**src/hw/rtl/button_press_hold_classifier_unit_defines.svh**
```systemverilog
// assertion macros for the button press and hold classifier
`ifndef BUTTON_PRESS_HOLD_CLASSIFIER_UNIT_DEFINES_SVH
`define BUTTON_PRESS_HOLD_CLASSIFIER_UNIT_DEFINES_SVH

// same-cycle implication, checked out of reset
`define BPHC_ASSERT_IMPLY(label, cond, prop) \
    label: assert property (@(posedge clk) disable iff (!rst_n) (cond) |-> (prop)) \
        else $error("bphc implication check failed");

// next-cycle implication, checked out of reset
`define BPHC_ASSERT_NEXT(label, cond, prop) \
    label: assert property (@(posedge clk) disable iff (!rst_n) (cond) |=> (prop)) \
        else $error("bphc next-cycle check failed");

`endif

```
**src/hw/rtl/bphc_pkg.sv**
```systemverilog
// types, constants and helpers for the button press and hold classifier
package bphc_pkg;

    localparam int TIME_WIDTH_DEFAULT = 48;
    localparam int REG_WIDTH          = 24;
    localparam int CFG_INDEX_WIDTH    = 2;
    localparam int CODE_WIDTH         = 3;

    localparam logic [REG_WIDTH-1:0] HOLD_RESET     = 24'd5000000;
    localparam logic [REG_WIDTH-1:0] DEBOUNCE_RESET = 24'd2000000;

    localparam logic [CFG_INDEX_WIDTH-1:0] REG_HOLD_DURATION  = 2'd0;
    localparam logic [CFG_INDEX_WIDTH-1:0] REG_DEBOUNCE_DELAY = 2'd1;

    localparam logic [CODE_WIDTH-1:0] CODE_NO_PRESS = 3'd0;
    localparam logic [CODE_WIDTH-1:0] CODE_PRESS    = 3'd1;
    localparam logic [CODE_WIDTH-1:0] CODE_DEBOUNCE = 3'd2;
    localparam logic [CODE_WIDTH-1:0] CODE_HOLD     = 3'd3;
    localparam logic [CODE_WIDTH-1:0] CODE_HOLDING  = 3'd4;
    localparam logic [CODE_WIDTH-1:0] CODE_RELEASE  = 3'd5;

    typedef enum logic [5:0] {
        ST_NO_PRESS = 6'b000001,
        ST_PRESS    = 6'b000010,
        ST_DEBOUNCE = 6'b000100,
        ST_HOLD     = 6'b001000,
        ST_HOLDING  = 6'b010000,
        ST_RELEASE  = 6'b100000
    } state_t;

    function automatic logic [CODE_WIDTH-1:0] state_code(input state_t st);
        logic [CODE_WIDTH-1:0] code;
        case (st)
            ST_NO_PRESS: code = CODE_NO_PRESS;
            ST_PRESS:    code = CODE_PRESS;
            ST_DEBOUNCE: code = CODE_DEBOUNCE;
            ST_HOLD:     code = CODE_HOLD;
            ST_HOLDING:  code = CODE_HOLDING;
            ST_RELEASE:  code = CODE_RELEASE;
            default:     code = CODE_NO_PRESS;
        endcase
        return code;
    endfunction

endpackage

```
**src/hw/rtl/button_press_hold_classifier_unit.sv**
```systemverilog
// top level of the button press and hold classifier
// usage:
//   input channel (in_valid/in_ready) carries one pin sample: pin_level, low means
//   pressed, and time_us, the sample time in microseconds
//   output channel (out_valid/out_ready) returns one press_class code per sample:
//   0 no press, 1 press, 2 debounce, 3 hold, 4 holding, 5 release
//   config channel (cfg_valid/cfg_ready) writes hold_duration (index 0) or
//   debounce_delay (index 1); other indexes are dropped; always ready
// timing:
//   a sample is registered on transfer into the input register and classified from
//   there into the result register, which raises out_valid
//   one sample per cycle sustained while out_ready is high; the classify step reads the mode and the
//   press and release times it wrote for the sample before
// reset:
//   mode returns to no press, press and release times to zero, registers to
//   5000000 and 2000000 us; both stages empty
// stall:
//   a held result keeps the input register full; one more sample is taken into it,
//   then in_ready drops until out_ready returns
module button_press_hold_classifier_unit #(
    parameter int TIME_WIDTH = bphc_pkg::TIME_WIDTH_DEFAULT
) (
    input  logic                                 clk,
    input  logic                                 rst_n,
    input  logic                                 in_valid,
    output logic                                 in_ready,
    input  logic                                 pin_level,
    input  logic [TIME_WIDTH-1:0]                time_us,
    output logic                                 out_valid,
    input  logic                                 out_ready,
    output logic [bphc_pkg::CODE_WIDTH-1:0]      press_class,
    input  logic                                 cfg_valid,
    output logic                                 cfg_ready,
    input  logic [bphc_pkg::CFG_INDEX_WIDTH-1:0] cfg_index,
    input  logic [bphc_pkg::REG_WIDTH-1:0]       cfg_data
);

    `include "button_press_hold_classifier_unit_defines.svh"

    logic                               s1_valid_reg;
    logic                               s1_pin_reg;
    logic [TIME_WIDTH-1:0]              s1_time_reg;
    logic                               out_valid_reg;
    logic [bphc_pkg::CODE_WIDTH-1:0]    out_code_reg;
    bphc_pkg::state_t                   state_reg;
    bphc_pkg::state_t                   state_next;
    logic [TIME_WIDTH-1:0]              press_time_reg;
    logic [TIME_WIDTH-1:0]              press_time_next;
    logic [TIME_WIDTH-1:0]              release_time_reg;
    logic [TIME_WIDTH-1:0]              release_time_next;
    logic [bphc_pkg::REG_WIDTH-1:0]     hold_duration_reg;
    logic [bphc_pkg::REG_WIDTH-1:0]     debounce_delay_reg;

    logic                               advance;
    logic                               fire;
    logic                               in_xfer;
    logic [TIME_WIDTH-1:0]              elapsed;
    logic                               later;
    logic                               hold_hit;
    logic                               debounce_hit;

    assign advance   = !out_valid_reg || out_ready;
    assign fire      = s1_valid_reg && advance;
    assign in_ready  = !s1_valid_reg || advance;
    assign in_xfer   = in_valid && in_ready;
    assign cfg_ready = 1'b1;

    assign out_valid   = out_valid_reg;
    assign press_class = out_code_reg;

    assign elapsed      = s1_time_reg - press_time_reg;
    assign later        = press_time_reg > release_time_reg;
    assign hold_hit     = (elapsed >= TIME_WIDTH'(hold_duration_reg)) && later;
    assign debounce_hit = (elapsed <= TIME_WIDTH'(debounce_delay_reg)) || later;

    // classification of the sample in the input register
    always_comb
    begin
        state_next        = state_reg;
        press_time_next   = press_time_reg;
        release_time_next = release_time_reg;
        if (!s1_pin_reg)
        begin
            if (hold_hit)
            begin
                if (state_reg == bphc_pkg::ST_HOLD || state_reg == bphc_pkg::ST_HOLDING)
                begin
                    state_next = bphc_pkg::ST_HOLDING;
                end
                else
                begin
                    state_next = bphc_pkg::ST_HOLD;
                end
            end
            else if (debounce_hit)
            begin
                state_next = bphc_pkg::ST_DEBOUNCE;
            end
            else
            begin
                state_next      = bphc_pkg::ST_PRESS;
                press_time_next = s1_time_reg;
            end
        end
        else
        begin
            if (state_reg == bphc_pkg::ST_RELEASE || state_reg == bphc_pkg::ST_NO_PRESS)
            begin
                state_next = bphc_pkg::ST_NO_PRESS;
            end
            else
            begin
                state_next        = bphc_pkg::ST_RELEASE;
                release_time_next = s1_time_reg;
            end
        end
    end

    always_ff @(posedge clk or negedge rst_n)
    begin
        if (!rst_n)
        begin
            s1_valid_reg     <= 1'b0;
            out_valid_reg    <= 1'b0;
            state_reg        <= bphc_pkg::ST_NO_PRESS;
            press_time_reg   <= '0;
            release_time_reg <= '0;
        end
        else
        begin
            if (in_xfer)
            begin
                s1_valid_reg <= 1'b1;
            end
            else if (fire)
            begin
                s1_valid_reg <= 1'b0;
            end
            if (fire)
            begin
                out_valid_reg    <= 1'b1;
                state_reg        <= state_next;
                press_time_reg   <= press_time_next;
                release_time_reg <= release_time_next;
            end
            else if (out_ready)
            begin
                out_valid_reg <= 1'b0;
            end
        end
    end

    // payload registers
    always_ff @(posedge clk)
    begin
        if (in_xfer)
        begin
            s1_pin_reg  <= pin_level;
            s1_time_reg <= time_us;
        end
        if (fire)
        begin
            out_code_reg <= bphc_pkg::state_code(state_next);
        end
    end

    // configuration registers
    always_ff @(posedge clk or negedge rst_n)
    begin
        if (!rst_n)
        begin
            hold_duration_reg  <= bphc_pkg::HOLD_RESET;
            debounce_delay_reg <= bphc_pkg::DEBOUNCE_RESET;
        end
        else if (cfg_valid && cfg_ready)
        begin
            case (cfg_index)
                bphc_pkg::REG_HOLD_DURATION:  hold_duration_reg  <= cfg_data;
                bphc_pkg::REG_DEBOUNCE_DELAY: debounce_delay_reg <= cfg_data;
                default:                      ;
            endcase
        end
    end

    `BPHC_ASSERT_IMPLY(a_state_onehot, 1'b1, $onehot(state_reg))
    `BPHC_ASSERT_NEXT(a_fire_fills_output, fire, out_valid_reg)
    `BPHC_ASSERT_IMPLY(a_hold_needs_later_press,
        fire && (state_next == bphc_pkg::ST_HOLD || state_next == bphc_pkg::ST_HOLDING),
        press_time_reg > release_time_reg)
    `BPHC_ASSERT_NEXT(a_release_records_time,
        fire && state_next == bphc_pkg::ST_RELEASE,
        release_time_reg == $past(s1_time_reg))

endmodule

```
**config.mk**
```make
export PLATFORM = sky130hd
export DESIGN_NAME = button_press_hold_classifier_unit
export DESIGN_NICKNAME = d
export VERILOG_FILES = /design/src/hw/rtl/bphc_pkg.sv /design/src/hw/rtl/button_press_hold_classifier_unit.sv
export VERILOG_INCLUDE_DIRS = /design/src /design/src/hw/rtl
export SDC_FILE = /design/constraint.sdc
export NUM_CORES = 1
export LEC_CHECK = 0
export BUFFER_PORTS_ARGS = -buffer_cell sky130_fd_sc_hd__buf_2
export CAP_MARGIN = 15
export CORE_ASPECT_RATIO = 0.5
export CORE_MARGIN = 2
export CORE_UTILIZATION = 60
export DETAILED_ROUTE_END_ITERATION = 12
export PLACE_DENSITY_LB_ADDON = 0.2
export SYNTH_ARGS = -nofsm -noshare
export SYNTH_HDL_FRONTEND = slang
export SYNTH_SLANG_ARGS = --single-unit
```
**constraint.sdc**
```tcl
create_clock -name clk -period 9.46 [get_ports clk]
set_clock_uncertainty 0.1 [all_clocks]
set_input_delay 0.473 -clock clk [delete_from_list [all_inputs] [get_ports clk]]
set_output_delay 0.473 -clock clk [all_outputs]
set_load 0.01 [all_outputs]
```
## Yosys cells after proc, flatten, opt, wreduce, memory -nomap -nowiden

Cells that the tools add are included.

- Bitwise operators: 4
- $lt $le $gt $ge: 3
- Equal/unequal tests: 10
- Reduce and logical (&&, ||, !) cells: 17
- Mux-type cells: 10
- Add/sub/neg operators: 1

Operators with widths:

| operator | count |
|---|---|
| greater-or-equal comparator 48 x 24 -> 1 bit | 1 |
| greater-than comparator 48 bit | 1 |
| less-or-equal comparator 48 x 24 -> 1 bit | 1 |
| subtractor 48 bit | 1 |
| 2-to-1 mux 6 bit | 3 |
| one-hot mux 3 bit (5 select lines) | 1 |
| equality test 6 x 4 -> 1 bit, second input constant | 2 |
| equality test 6 x 5 -> 1 bit, second input constant | 2 |
| equality test 6 bit, second input constant | 2 |
| equality test 6 x 1 -> 1 bit, second input constant | 1 |
| equality test 6 x 2 -> 1 bit, second input constant | 1 |
| equality test 6 x 3 -> 1 bit, second input constant | 1 |
| logical OR 1 bit | 5 |
| 2-to-1 mux 5 bit | 1 |
| 2-to-1 mux 1 bit | 4 |
| inverter 1 bit | 4 |
| AND reduction 2 bit | 2 |
| AND reduction 4 bit | 1 |
| nonzero test 2 bit | 2 |
| logical AND 1 bit | 3 |
| 2-to-1 mux 3 bit | 1 |
| AND reduction 3 bit | 1 |
| equality test 2 x 1 -> 1 bit, second input constant | 1 |
| logical NOT 1 bit | 2 |
| logical NOT 2 bit | 1 |

- Logic and storage cells: 55
- Register bits after elaboration: 204
- Output and inout port bits: 6
- Input bits: 80

## Logic depth before layout (Yosys ltp)

- Depth in word-level cells: 8
- Depth in mapped cells: 22
- Gate-level depth less buffers: 21

## Least setup slack after synthesis

No wires, ideal clock.

- Kind: reg2reg
- Start: reg s1_time_reg[2]
- End: reg press_time_reg[21]
- Cell stages (with the launch flop): 21
- Library setup time: 0.127 ns
- Slack: 4.959 ns
- Path buffers: 2
- Required time: 9.233 ns
- Arrival time: 4.274 ns
- Cells stage by stage: edfxtp_1 -> ha_1 -> nor2b_1 -> o311a_1 -> o21ai_0 -> nand3_1 -> a31oi_1 -> o21bai_1 -> xor2_1 -> ha_1 -> nor2b_1 -> o21ai_0 -> nand2b_1 -> a211oi_1 -> o21bai_1 -> a21oi_1 -> a22oi_1 -> o41ai_4 -> buf_6 -> buf_8 -> mux2_1

- Word-level cells in the longest chain between the ends: 5
- Elaborated cells on any way between the ends: 8
- Classes of those cells: add/sub: 1; order compare: 2; bitwise: 2; reduce/logical: 3

Ends and longest elaborated chain:

| item | RTL line | source |
|---|---|---|
| from (decl) | button_press_hold_classifier_unit.sv:42 | `logic [TIME_WIDTH-1:0] s1_time_reg;` |
| from (signal assigned) | button_press_hold_classifier_unit.sv:159 | `s1_time_reg <= time_us;` |
| subtractor 48 bit * | button_press_hold_classifier_unit.sv:71 | `assign elapsed = s1_time_reg - press_time_reg;` |
| less-or-equal comparator 48 x 24 -> 1 bit / greater-or-equal comparator 48 x 24 -> 1 bit (equally long branches) | button_press_hold_classifier_unit.sv:74, button_press_hold_classifier_unit.sv:73 |  |
| logical OR 1 bit / logical AND 1 bit (equally long branches) | button_press_hold_classifier_unit.sv:74, button_press_hold_classifier_unit.sv:73 |  |
| inverter 1 bit (no line) | - |  |
| AND reduction 4 bit (no line) * | - |  |
| to (signal assigned) | button_press_hold_classifier_unit.sv:143 | `press_time_reg <= press_time_next;` |
| to (decl) | button_press_hold_classifier_unit.sv:47 | `logic [TIME_WIDTH-1:0] press_time_reg;` |

Every way passes the cells marked *; elsewhere a longest branch is shown, timed or not.
A chain may end at the register's enable or synchronous reset.

## Worst setup path after layout

- Start: reg s1_time_reg[2]
- End: reg press_time_reg[4]

The elaborated chain is that of the path after synthesis.

==> results <==
- The clock tree from TritonCTS is done.
- The via count of the first global-routing pass is 9749.
- The number of antenna violations at the first check in global routing is 1.
- The number of gates resized after CTS is 0.
- The endpoint required time on the critical path is 9.76 ns.
- The synthesized design contains 204 register bits.
- In the routed design, unresolved DRC markers number 0.
- When the netlist entered floorplanning its net count stood at 1511.
- Setup violations remaining at the end of the flow were counted as 0.
- The commonest register cell after synthesis is sky130_fd_sc_hd__dfrtp_1.
- The power per cell area is 358 nW/um^2.
- In this run the horizontal extent of the chip is 212 um.
- The average footprint of a synthesized cell is 10.1 um^2.
- The post-route netlist has 20.0% of its cells at a drive strength greater than 1.
- The die area is 23000 um^2.
- The total negative setup slack is 0 ns.
- The leakage dissipation is 6.68 nW.
- Setup repair after global routing left no endpoint under its margin.
- After detailed routing, the average wire length per cell comes to 18.3 um.
- For this configuration, the core starts out at a cell density of 60.6%.
- The critical path is of the reg -> reg type.
- The total routed wirelength is 30800 um.
- The depth of the CTS H-tree is 1.
- The wire-length estimate of the detail-placed layout is 23400 um.
- The path type of the worst min-delay path is in -> reg.
- In this run the vertical extent of the chip is 108 um.
- Entering global routing, the biggest net connects 80 pins.
- The clock reaches the later pin of the worst-skew pair after 0.51 ns.
- The number of fill cells in the layout is 1728.
- Across the run, the number of max-cap violations was 0.
- The peak supply drop is 203 uV.
- The congestion estimate from routability-driven global placement came to 0.957.
- The number of vias per cell is 5.92.
- The kind of start point of the critical path is a flip-flop.
- The count of input and output buffers is 84.
- The standard cell area after detailed placement is 13700 um^2.
- The synthesized netlist occupies a cell area of 13000 um^2.
- The number of routed nets with antenna violations is 0.
- The number of rows created at floorplan is 38.
- Clock-pin slew was measured on the worst setup and hold paths at 0.07 ns.
- Summing all non-filler instances in the final layout gives an area of 14400 um^2.
- The area growth from synthesis to layout is 10.5%.
- The count of distinct cell types in the synthesized netlist is 79.
- The maximum net fanout on the critical path is 35.
- The relative slew slack is 30.2%.
- The number of sinks on the clock net is 204.
- The share of the core filled with cells in the final layout is 66.9%.
- 86 I/O pins were placed.
- The slew at the pin with the worst max-slew slack is 1.04 ns.
- The longest clock path from root to sink contains 3 buffers.
- The aggregate global-route resource usage is 27.7%.
- The synthesis warning total is 0.
- The root buffer cell chosen for the clock tree is sky130_fd_sc_hd__clkbuf_16.
- The clock period minus worst slack is 6.10 ns.
- The run finished with clean final reports.
- After synthesis, flip-flops and latches occupy 41.4% of the total area.
- The arrival time at the worst endpoint is 6.40 ns.
- The achievable frequency is 164 MHz.
- The number of failing hold endpoints at the final stage is 0.
- Clock tree synthesis inserted a total of 20 buffers.
- The first-pass GRT wire length is 50000 um.
- The via count is 9914.
- After synthesis, the share of flip-flops with an asynchronous set or reset is 74.5%.
- For this run, the detailed router's first-pass iteration total came to 6.
- STA classifies the critical path endpoint as a flip-flop.
- The number of antenna cells inserted is 0.
- The final total power is 0.00515 W.
- The worst path uses 64.5% of the clock period.
- Global routing finished with a remaining overflow of 0.
- In this run, the number of DRC markers left after iteration 0 of detailed routing was 822.
- The net count reported at finish is 1586.
- The synthesized instance count is 1287.
- The number of enable-type register cells in the synthesized netlist is 52.
- The placeable core area is 21500 um^2.
- The total count of max-transition violations in the final report is 0.
per-layer routing:
| metal | up-vias | track usage [%] | wire [um] |
|---|---|---|---|
| met3 | 30 | 5.17 | 2110 |
| met5 | - | 0 | 13 |
| met4 | 2 | 4.95 | 384 |
| li1 | 4771 | - | - |
| met1 | 4840 | 40.0 | 14700 |
| met2 | 271 | 44.1 | 13500 |
cells in the final DEF, fill, tap and decap left out, types with 14 or more instances in the layout:
master	Yosys	layout
sky130_fd_sc_hd__inv_1	158	158
sky130_fd_sc_hd__ha_1	143	143
sky130_fd_sc_hd__dfrtp_1	136	136
sky130_fd_sc_hd__mux2_2	115	115
sky130_fd_sc_hd__nand2_1	106	106
sky130_fd_sc_hd__buf_2	10	83
sky130_fd_sc_hd__a21oi_1	75	75
sky130_fd_sc_hd__o21ai_0	71	71
sky130_fd_sc_hd__edfxtp_1	52	52
sky130_fd_sc_hd__nor2_1	47	47
sky130_fd_sc_hd__nand4_1	37	37
sky130_fd_sc_hd__a21o_1	27	27
sky130_fd_sc_hd__nand3_1	24	23
sky130_fd_sc_hd__clkbuf_16	0	22
sky130_fd_sc_hd__xnor2_1	17	17
sky130_fd_sc_hd__o21a_1	16	16
sky130_fd_sc_hd__dfstp_2	16	16
sky130_fd_sc_hd__nor3_1	14	14
logic make-up (layout without fill, tap and decap cells):
family / count (synthesis) / after routing / share of synthesized area, %
adder cells (fa/ha/maj): 144 / 144 / 13.9
XOR/XNOR: 29 / 29 / 1.95
buffers and inverters: 198 / 287 / 6.07
AND/OR/NAND/NOR: 296 / 296 / 11.4
other: 1 / 1 / 0.0288
flip-flops: 204 / 204 / 41.4
AO/OA/AOI/OAI: 289 / 289 / 14.4
multiplexers: 126 / 126 / 10.9
synth_stat cells, types with 9 or more instances:
cell type	instances	share of area [%]
sky130_fd_sc_hd__and2_1	9	0.43
sky130_fd_sc_hd__nor3_1	14	0.54
sky130_fd_sc_hd__edfxtp_1	52	12
sky130_fd_sc_hd__a21o_1	27	1.6
sky130_fd_sc_hd__nand3_1	24	0.92
sky130_fd_sc_hd__nand2_1	106	3.1
sky130_fd_sc_hd__nor2_1	47	1.4
sky130_fd_sc_hd__dfstp_2	16	3.2
sky130_fd_sc_hd__a211oi_1	11	0.63
sky130_fd_sc_hd__o21a_1	16	0.92
sky130_fd_sc_hd__a31oi_1	11	0.53
sky130_fd_sc_hd__nand4_1	37	1.8
sky130_fd_sc_hd__buf_2	10	0.38
sky130_fd_sc_hd__nand2b_1	9	0.43
sky130_fd_sc_hd__nor4_1	9	0.43
sky130_fd_sc_hd__o31ai_1	9	0.52
sky130_fd_sc_hd__inv_1	158	4.6
sky130_fd_sc_hd__xor2_1	12	0.81
sky130_fd_sc_hd__xnor2_1	17	1.1
sky130_fd_sc_hd__mux2_2	115	9.9
sky130_fd_sc_hd__a21oi_1	75	2.9
sky130_fd_sc_hd__o21ai_0	71	2.7
sky130_fd_sc_hd__ha_1	143	14
sky130_fd_sc_hd__clkbuf_1	22	0.63
sky130_fd_sc_hd__dfrtp_1	136	26
worst max-delay path, cell delays in order, from the launching register on:
cell and delay, ns:
sky130_fd_sc_hd__edfxtp_1 0.42, sky130_fd_sc_hd__ha_1 0.37, sky130_fd_sc_hd__a21oi_1 0.22, sky130_fd_sc_hd__a32oi_1 0.19, sky130_fd_sc_hd__a21oi_1 0.59, sky130_fd_sc_hd__o21bai_1 0.29, sky130_fd_sc_hd__a21oi_1 0.22, sky130_fd_sc_hd__xnor2_1 0.18
sky130_fd_sc_hd__ha_1 0.29, sky130_fd_sc_hd__a21oi_1 0.15, sky130_fd_sc_hd__nor2b_1 0.06, sky130_fd_sc_hd__o21ai_0 0.15, sky130_fd_sc_hd__nand2b_1 0.08, sky130_fd_sc_hd__a211oi_1 0.23, sky130_fd_sc_hd__o21bai_1 0.08, sky130_fd_sc_hd__a21oi_1 0.15
sky130_fd_sc_hd__a22oi_1 0.16, sky130_fd_sc_hd__o41ai_4 1.00, sky130_fd_sc_hd__buf_4 0.58, sky130_fd_sc_hd__mux2_2 0.40
path summary, 6_finish.rpt:
check | cells after the start | startpoint | end | slack, ns
max | 19 | s1_time_reg[2] | press_time_reg[4] | 3.36
max reg2reg | 19 | s1_time_reg[2] | press_time_reg[4] | 3.36
min | 1 | time_us[21] | s1_time_reg[21] | 0.03
max in group asynchronous | 3 | rst_n | release_time_reg[45] | 7.35
min in group asynchronous | 2 | rst_n | debounce_delay_reg[9] | 0.43
min reg2reg | 2 | release_time_reg[1] | release_time_reg[1] | 0.39
per-stage QoR:
stage	hold WS, ns	cells	setup WS (ns)
after floorplan	0.0774	1287	4.96
after global placement	0.369	1639	3.57
after detailed placement	0.391	1639	3.48
after CTS	0.00982	1676	3.42
after global routing	0.00556	1676	3.03
final	0.0297	1676	3.36
layout make-up:
class                      instances  area [um^2]  area share (%)
inverter                         158          593            4.12
clock buffer                      26          596            4.14
clock inverter                    10         86.3           0.600
multi-input combinational        885         6860            47.6
sequential                       204         5390            37.4
tap                              300          375            2.61
timing repair buffer              93          497            3.45
timing repair:
item	4_1_cts	5_1_grt
hold buffers	1	0
setup buffers	0	0
hold endpoints to repair	71	0
endpoints found under the setup margin	0	0
power by group:
part / internal [W] / total (W) / switching [W]
Clock: 0.000475 / 0.000827 / 0.000353
Combinational: 0.00125 / 0.00296 / 0.00171
Sequential: 0.00119 / 0.00136 / 0.000171
No activity file was read; power rests on OpenSTA's default activity.
